===== src/rtl/sine_taylor_approximation_assert.svh =====
// assertion macros for the sine pipeline
// included by the top level, no other dependencies
`ifndef SINE_TAYLOR_APPROXIMATION_ASSERT_SVH
`define SINE_TAYLOR_APPROXIMATION_ASSERT_SVH
`ifndef SYNTHESIS
// same-cycle implication
`define STA_ASSERT_NOW(label, clk, rst_n, ante, cons, msg) \
    label: assert property (@(posedge clk) disable iff (!rst_n) (ante) |-> (cons)) \
        else $error(msg);
// next-cycle implication
`define STA_ASSERT_NEXT(label, clk, rst_n, ante, cons, msg) \
    label: assert property (@(posedge clk) disable iff (!rst_n) (ante) |=> (cons)) \
        else $error(msg);
`else
`define STA_ASSERT_NOW(label, clk, rst_n, ante, cons, msg)
`define STA_ASSERT_NEXT(label, clk, rst_n, ante, cons, msg)
`endif
`endif


===== src/rtl/sta_pkg.sv =====
// constants, pipeline payload type and pi helpers for the sine pipeline
// no dependencies
package sta_pkg;

    // fixed-point word for the series: unsigned Q2.30
    localparam int QW = 32;
    localparam int QF = 30;

    // pi in Q4.60
    localparam logic [63:0] PI_Q60 = 64'h3243F6A8885A308D;

    // series coefficients 1/6, 1/20, 1/42, 1/72 in Q0.30
    localparam logic [QW-1:0] COEF_3 = 32'd178956971;
    localparam logic [QW-1:0] COEF_5 = 32'd53687091;
    localparam logic [QW-1:0] COEF_7 = 32'd25565282;
    localparam logic [QW-1:0] COEF_9 = 32'd14913081;

    // loose upper bound on the folded angle (pi/2 in Q2.30 plus rounding)
    localparam logic [QW-1:0] X_MAX = 32'd1687000000;
    // largest series magnitude in Q2.30
    localparam logic [QW-1:0] SUM_MAX = 32'd1073745920;

    typedef struct packed {
        logic [QW-1:0] x;
        logic [QW-1:0] x2;
        logic [QW-1:0] acc;
        logic          neg;
    } side_t;

    // pi with frac fraction bits, rounded to nearest
    function automatic logic [63:0] pi_units(input int frac);
        return (PI_Q60 + (64'd1 << (59 - frac))) >> (60 - frac);
    endfunction

    // pi/2 with frac fraction bits, rounded to nearest
    function automatic logic [63:0] pio2_units(input int frac);
        return (PI_Q60 + (64'd1 << (60 - frac))) >> (61 - frac);
    endfunction

endpackage


===== src/rtl/sta_mulq30.sv =====
// registered Q2.30 multiply with floor back to Q2.30
// depends on sta_pkg
module sta_mulq30 (
    input  logic                 clk,
    input  logic                 en,
    input  logic [sta_pkg::QW-1:0] a,
    input  logic [sta_pkg::QW-1:0] b,
    output logic [sta_pkg::QW-1:0] p
);
    import sta_pkg::*;

    logic [2*QW-1:0] full;
    logic [QW-1:0]   p_reg;

    assign full = (2*QW)'(a) * (2*QW)'(b);

    always_ff @(posedge clk)
    begin
        if (en)
        begin
            p_reg <= full[QF+QW-1:QF];
        end
    end

    assign p = p_reg;

endmodule


===== config.mk =====
export PLATFORM = sky130hd
export DESIGN_NAME = sta_mulq30
export DESIGN_NICKNAME = d
export VERILOG_FILES = /design/src/rtl/sine_taylor_approximation_assert.svh /design/src/rtl/sta_pkg.sv /design/src/rtl/sta_mulq30.sv
export SDC_FILE = /design/constraint.sdc
export NUM_CORES = 2
export LEC_CHECK = 0
export BUFFER_PORTS_ARGS = -buffer_cell sky130_fd_sc_hd__buf_2
export CAP_MARGIN = 20
export CORE_UTILIZATION = 45
export DETAILED_ROUTE_END_ITERATION = 12
export PLACE_DENSITY = 0.7
export SYNTH_ARGS = -nofsm -noshare
export SYNTH_HDL_FRONTEND = slang
export SYNTH_SLANG_ARGS = --single-unit

===== constraint.sdc =====
create_clock -name clk -period 6.7 [get_ports clk]
set_clock_uncertainty 0.05 [all_clocks]
set_input_delay 0.335 -clock clk [delete_from_list [all_inputs] [get_ports clk]]
set_output_delay 0.335 -clock clk [all_outputs]
set_load 0.1 [all_outputs]

==> impl_metrics.tcl <==
set metrics [dict create \
    grt_pass1_wl_um 147000 \
    portBuffers 97 \
    violations "DRC, setup timing" \
    yosysSeqAreaShare 0.0288 \
    min_period_ns 7.00 \
    ys.flop_type "edfxtp_1" \
    synthCells 3583 \
    yosysWarningCount 0 \
    critical_path_buf_inv_count 5 \
    ioPinCount 98 \
    wl_per_cell_um 18.4 \
    ys_top_cells_by_area "fa_1, and2_1, inv_1" \
    cts_tree "done" \
    area_growth_pct 18.5 \
    ys_async_sr_fraction 0 \
    final_nets 5089 \
    chipHeight_um 274 \
    rows 99 \
    setup_viol 18 \
    fin_ws_ns -0.303 \
    cts_max_level 2 \
    synth_cell_types 60 \
    grt_max_degree 33 \
    hold_buffers 0 \
    cts_max_path_buffers 2 \
    hold_viol 0 \
    vias_per_cell 5.13 \
    core_um2 73200 \
    synth_top_cell_area_share 0.536 \
    worst_slew_margin_rel 0.422 \
    cp-start-kind "input pin" \
    drt_wl_total_um 89000 \
    vias 24900 \
    end_kind "flip-flop" \
    gp_congestion 0.908 \
    clkTransAtPathRegs_ns 0.06 \
    timing.final.max_slew_violations 0 \
    start_util 0.456 \
    grt_overflow_total 0 \
    netlist_area_um2 33400 \
    crit_arrival_ns 7.01 \
    drtAntennaViolNets 0 \
    die-area_um2 75200 \
    synth_edf_count 32 \
    hpwl_um 75800 \
    path_delay_family "adder cells" \
    hold_path.class "input pin to flip-flop" \
    mostFrequentLayoutCell "fa_1" \
    synth_area_leader_cell "fa_1" \
    max_cap_viol_count 0 \
    worst_setup_path_startpoint "a[13]" \
    n_fill_cell 6308 \
    cp_slowest_cell "fa_2" \
    synth.avg_cell_area_um2 9.31 \
    cts_buffers 5 \
    max_stage_delay_ns 0.59 \
    remaining_drc_errors 6 \
    cp_cell_sequence "buf_16, buf_4, and2_1, fa_1, inv_1, fa_1, inv_1, fa_1, fa_1, fa_2, fa_1, fa_1, fa_1, ha_4, nand2_4, o211ai_2, nand4_1, o31ai_4, o2111ai_2, buf_6, a211oi_4, o31a_4, nor4b_2, a211o_1" \
    seq_area_um2 961 \
    syn_nets 4788 \
    synth-seq-cells 32 \
    multi_input_area_um2 29300 \
    final_core_util 0.540 \
    largest_reg_flops 32 \
    critical_path_required_ns 6.71 \
    first_iter_violations 1481 \
    status "finished, violations left" \
    rsz0062_at_grt "true" \
    max_freq_ghz 0.143 \
    period_share 1.05 \
    hold_path.startpoint "en" \
    cp_max_fo 7 \
    firstDrtPassIters 9 \
    clkSinkCount 32 \
    grt_pass1_vias 28000 \
    root_buffer "clkbuf_16" \
    layout-drive-gt1-share 0.184 \
    crit_path_frequent_cell "fa_1" \
    final_cell_mix "fa_1, inv_1, and2_1" \
    antenna_found_initial 3 \
    path_class "input pin to flip-flop" \
    fp.dieW_um 274 \
    worst_slew_pin_slew_ns 0.867 \
    track_usage 0.251 \
]
==> kinds of logic after synthesis <==
logic type / after synthesis / share of synthesized area
AOI/OAI and AO/OA: 155 / 0.0324
DFF: 32 / 0.0288
adders and majority gates: 1139 / 0.628
buffers and inverters: 1062 / 0.120
and+or+nand+nor: 1159 / 0.181
xor gates and xnor gates: 35 / 0.00919
muxes: 1 / 0.000337
==> cell usage after synthesis, drive strengths merged (16+ instances only) <==
master	instances
nand3	17
o21ai	19
nand4	16
clkbuf	198
and2	610
inv	862
a21o	28
edfxtp	32
a21oi	48
nor2	32
nand2	443
fa	894
xnor2	22
ha	245
==> stage by stage <==
| stage | setup slack (ns) | std cells | hold slack [ns] | TNS [ns] | instance area (um2) |
|---|---|---|---|---|---|
| floorplan | -0.102 | 3583 | 0.397 | -0.130 | 33700 |
| global placement | -0.795 | 4776 | 0.913 | -18.23 | 37300 |
| detailed placement | -0.911 | 4776 | 0.907 | -20.65 | 37300 |
| CTS | -0.326 | 4838 | 0.641 | -3.22 | 39000 |
| global route | -0.507 | 4846 | 0.659 | -7.26 | 39500 |
| finish | -0.303 | 4846 | 0.634 | -2.75 | 39500 |
==> worst paths after layout <==
path,slack [ns],end,depth (start not counted)
worst min-delay path,0.63,p[13]$_DFFE_PP_,1
worst max-delay path,-0.30,p[27]$_DFFE_PP_,24
==> timing repair <==
item	in CTS	in global routing
pin swaps	155	123
setup buffers	65	11
resized for setup	270	142
cloned	5	0
setup endpoints to repair	28	29
==> layer usage <==
layer	vias to the layer above	track usage	share of wire
li1	10900	-	-
met1	13000	0.302	0.38
met2	739	0.453	0.53
met3	215	0.0270	0.047
met4	0	0.111	0.049
met5	-	0	0
==> layout make-up <==
class	count	area share
Sequential cell	32	0.0243
Timing Repair Buffer	494	0.117
Inverter	862	0.0819
Clock inverter	2	0.000886
Antenna cell	2	0.000127
Tap cell	959	0.0304
Multi-Input combinational cell	2489	0.742
Clock buffer	6	0.00326
Power is not shown: default switching activity piles up to over one toggle a cycle in this logic, so the estimate is an artifact.
