## src/rtl/sine_taylor_approximation_assert.svh

```systemverilog
// assertion macros for the sine pipeline
// included by the top level, no other dependencies
`ifndef SINE_TAYLOR_APPROXIMATION_ASSERT_SVH
`define SINE_TAYLOR_APPROXIMATION_ASSERT_SVH
`ifndef SYNTHESIS
// same-cycle implication
`define STA_ASSERT_NOW(label, clk, rst_n, ante, cons, msg) \
    label: assert property (@(posedge clk) disable iff (!rst_n) (ante) |-> (cons)) \
        else $error(msg);
// next-cycle implication
`define STA_ASSERT_NEXT(label, clk, rst_n, ante, cons, msg) \
    label: assert property (@(posedge clk) disable iff (!rst_n) (ante) |=> (cons)) \
        else $error(msg);
`else
`define STA_ASSERT_NOW(label, clk, rst_n, ante, cons, msg)
`define STA_ASSERT_NEXT(label, clk, rst_n, ante, cons, msg)
`endif
`endif

```

## src/rtl/sta_pkg.sv

```systemverilog
// constants, pipeline payload type and pi helpers for the sine pipeline
// no dependencies
package sta_pkg;

    // fixed-point word for the series: unsigned Q2.30
    localparam int QW = 32;
    localparam int QF = 30;

    // pi in Q4.60
    localparam logic [63:0] PI_Q60 = 64'h3243F6A8885A308D;

    // series coefficients 1/6, 1/20, 1/42, 1/72 in Q0.30
    localparam logic [QW-1:0] COEF_3 = 32'd178956971;
    localparam logic [QW-1:0] COEF_5 = 32'd53687091;
    localparam logic [QW-1:0] COEF_7 = 32'd25565282;
    localparam logic [QW-1:0] COEF_9 = 32'd14913081;

    // loose upper bound on the folded angle (pi/2 in Q2.30 plus rounding)
    localparam logic [QW-1:0] X_MAX = 32'd1687000000;
    // largest series magnitude in Q2.30
    localparam logic [QW-1:0] SUM_MAX = 32'd1073745920;

    typedef struct packed {
        logic [QW-1:0] x;
        logic [QW-1:0] x2;
        logic [QW-1:0] acc;
        logic          neg;
    } side_t;

    // pi with frac fraction bits, rounded to nearest
    function automatic logic [63:0] pi_units(input int frac);
        return (PI_Q60 + (64'd1 << (59 - frac))) >> (60 - frac);
    endfunction

    // pi/2 with frac fraction bits, rounded to nearest
    function automatic logic [63:0] pio2_units(input int frac);
        return (PI_Q60 + (64'd1 << (60 - frac))) >> (61 - frac);
    endfunction

endpackage

```

## src/rtl/sta_divstep.sv

```systemverilog
// one registered restoring-division step against pi << SHIFT
// depends on sta_pkg
module sta_divstep #(
    parameter int AW    = 32,
    parameter int SHIFT = 0
) (
    input  logic          clk,
    input  logic          en,
    input  logic [AW-1:0] rem_a,
    input  logic          sgn_a,
    output logic [AW-1:0] rem_b,
    output logic          sgn_b
);
    import sta_pkg::*;

    localparam logic [63:0]   PI_A64  = pi_units(AW - 8);
    localparam logic [AW-1:0] DIVISOR = AW'(PI_A64 << SHIFT);

    logic          ge;
    logic [AW-1:0] rem_next;
    logic          sgn_next;
    logic [AW-1:0] rem_reg;
    logic          sgn_reg;

    assign ge       = rem_a >= DIVISOR;
    assign rem_next = ge ? (rem_a - DIVISOR) : rem_a;
    // the last step gives the quotient lsb, which flips the output sign
    assign sgn_next = (SHIFT == 0) ? (sgn_a ^ ge) : sgn_a;

    always_ff @(posedge clk)
    begin
        if (en)
        begin
            rem_reg <= rem_next;
            sgn_reg <= sgn_next;
        end
    end

    assign rem_b = rem_reg;
    assign sgn_b = sgn_reg;

endmodule

```

## config.mk

```make
export PLATFORM = sky130hd
export DESIGN_NAME = sta_divstep
export DESIGN_NICKNAME = d
export VERILOG_FILES = /design/src/rtl/sine_taylor_approximation_assert.svh /design/src/rtl/sta_pkg.sv /design/src/rtl/sta_divstep.sv
export SDC_FILE = /design/constraint.sdc
export NUM_CORES = 1
export LEC_CHECK = 0
export ABC_AREA = 1
export BUFFER_PORTS_ARGS = -buffer_cell sky130_fd_sc_hd__clkbuf_2
export CAP_MARGIN = 20
export CORE_UTILIZATION = 59
export DETAILED_ROUTE_END_ITERATION = 8
export PLACE_DENSITY = 0.95
export SYNTH_ARGS = -nofsm -noshare
export SYNTH_HDL_FRONTEND = slang
export SYNTH_SLANG_ARGS = --single-unit
```

## constraint.sdc

```tcl
create_clock -name clk -period 2.1 [get_ports clk]
set_input_delay 0 -clock clk [delete_from_list [all_inputs] [get_ports clk]]
set_output_delay 0 -clock clk [all_outputs]
set_load 0.005 [all_outputs]
```

==> results.toml <==
[status]
status = "finished with violations"
violations = "DRC"

[setup_path]
required_ps = 2130
cp_common_cell = "nand2_1"
max_stage_delay_ps = 420
critPathLaunch = "rem_a[0]"
slowest_stage = "nor2_1"
crit_chain = "clkbuf_2, ha_1, nand2_1, nand3_1, nand2_1, nor2_1, nand2_1, xor2_1, nand2_1, o21ai_0"
path_max_fanout = 5
cp.arrival_ps = 1590
end_kind = "flop"
worst_setup_path_start_kind = "primary input"
crit_type = "in2reg"
critPathCapture = "rem_b[14]"

[clocking]
clkTransAtPathRegs_ps = 60
cts_hold_buf = 0
tritoncts = "built"
cts_root_buffer = "clkbuf_8"
cts-buffers-inserted = 5
cts_sinks = 33
cts_setup_buffers = 0
clock_path_buffers = 2
htree_levels = 2
cts_resized = 0

[layout]
layout.area.seq_um2 = 991
post-route-util_pct = 73.6
fillers = 392
layout.nets = 553
drive_above_1_share_pct = 17.8
stdcell_count = 570
diodes = 0
fin_area_um2 = 3290
area_growth_pct = 17.2
multiInputGateArea_um2 = 1560

[hold_path]
hp-class = "in2reg"
min_path_cells = 3

[pwr]
pwr-share-comb_pct = 22.4
pwr-share-clk_pct = 32.5
p_leak_nw = 1.71
vdd_ir_drop_max_mv = 0.329
power_density_nw_per_um2 = 554
p_sw_share_pct = 28.5
p_switching_mw = 0.520
power_frac_seq_pct = 45.1
power.internal_mw = 1.30
power_mw = 1.82

[detailed_routing]
vias = 3118
wl_per_cell_um = 13.7
first_pass_iters = 7
wirelength_um = 7810
drtIter0Drc = 314
vias_per_cell = 5.47
ant_nets = 0
drc = 3

[global_route]
grt.overflow.total = 0
first_global_vias = 2800
grt_pass1_wl_um = 13000
grt_max_degree = 34
antenna_found_initial = 0
grt_usage_pct = 33.9

[timing]
fin_hold_ws_ps = 7.58
post-route-period-util_pct = 74.3
timing.fmax_mhz = 641
setup_tns_ps = 0
fin_crit_ps = 1560
hold_violations = 0
slew_headroom_pct = 45.3
grt_setup_unrepaired = "no"
fin_ws_ps = 539
worstMarginPinSlew_ps = 820
setup_violations = 0
finalMaxSlewViolations = 0

[logic_synthesis]
seq_area_frac_synth_pct = 35.3
syn_inst = 444
synthesis.nets = 480
yosys_warnings = 0
synth_area_per_cell_um2 = 6.33
yosys_register_bits = 33
ys_types = 25
synthesis.area_um2 = 2810

[place]
gp_congestion = 0.954
hpwlAfterDp_um = 6260
dp_cells = 562
io_buffers = 67
dp_slack_ps = 272
placed_area_um2 = 3190

[die]
coreArea_um2 = 4470
initial_core_util_pct = 62.8
num_rows = 24
die_x_um = 71
ios = 68
die_area_um2 = 5040
die_height_um = 71

[run]
drv_cap = 0
==> area by class of cell <==
| type | count | share of cell area [%] |
|---|---|---|
| sequential | 33 | 30.1 |
| clock buffer | 6 | 2.20 |
| clock inverter | 2 | 1.03 |
| tap | 52 | 1.98 |
| multi-input combinational | 353 | 47.3 |
| timing repair buffer | 72 | 11.3 |
| inverter | 52 | 6.08 |
==> registers in the layout (all words and copies together) (netlist names) <==
register and flops:
sgn_b 1, rem_b 32
==> Yosys cell counts (all sizes together) <==
cell type	number	area (um^2)
xor2	13	114
nand4	8	50.1
nand2	201	762
edfxtp	33	991
buf	6	61.3
nor3	3	15.0
o21bai	1	7.51
o211ai	1	7.51
and3	1	6.26
and2	1	6.26
nor2	62	235
o21ai	17	88.8
inv	52	200
ha	1	12.5
nand3	33	178
a21oi	11	73.8
==> logic make-up (layout without fill, tap and decap cells) <==
logic type	after synthesis	after routing	synth area share (%)
simple gates	309	309	44.6
buf+inv	58	132	9.31
flops	33	33	35.3
compound gates	30	30	6.33
xor+xnor	13	13	4.05
fa+ha+maj	1	1	0.445
==> worst max-delay path: cells and delay by family <==
family,cells,cell delay (ps)
AOI/OAI and AO/OA,1,60
xor gates and xnor gates,1,180
adders and majority gates,1,230
buffers and inverters,1,140
and+or+nand+nor,6,990
==> cells in the final DEF (no fill, tap or decap), drive strengths merged <==
master and count:
nand2 201, clkbuf 73, nor2 62, inv 52
edfxtp 33, nand3 33, o21ai 17, xor2 13
a21oi 11, nand4 8, buf 5, nor3 3
and2 1, o21bai 1, o211ai 1, and3 1
ha 1, clkinv 1, bufinv 1
==> worst min-delay path by stage <==
stage,start,endpoint,slack [ps]
6_report,sgn_a,sgn_b,8
5_1_grt,sgn_a,sgn_b,20
4_1_cts,sgn_a,sgn_b,3
3_5_place_dp,sgn_a,sgn_b,300
3_3_place_gp,sgn_a,sgn_b,280
2_1_floorplan,en,rem_b[0],110
==> per-layer routing <==
layer	routed length [um]	GRT usage (%)	share of wire (%)	up-vias
met3	670	4.42	8.6	15
met4	187	11.8	2.4	0
met2	3550	54.4	45	160
li1	-	-	-	1554
met5	0	0	0	-
met1	3410	47.4	44	1389
==> power by group through the flow <==
stage / Combinational (mW) / Clock [mW] / Sequential (mW)
after floorplan: 0.202 / 0 / 0.845
after global placement: 0.394 / 0 / 0.834
after detailed placement: 0.402 / 0 / 0.838
after CTS: 0.404 / 0.602 / 0.824
after global routing: 0.458 / 0.618 / 0.828
final: 0.409 / 0.592 / 0.823
(Power assumes the default switching activity.)
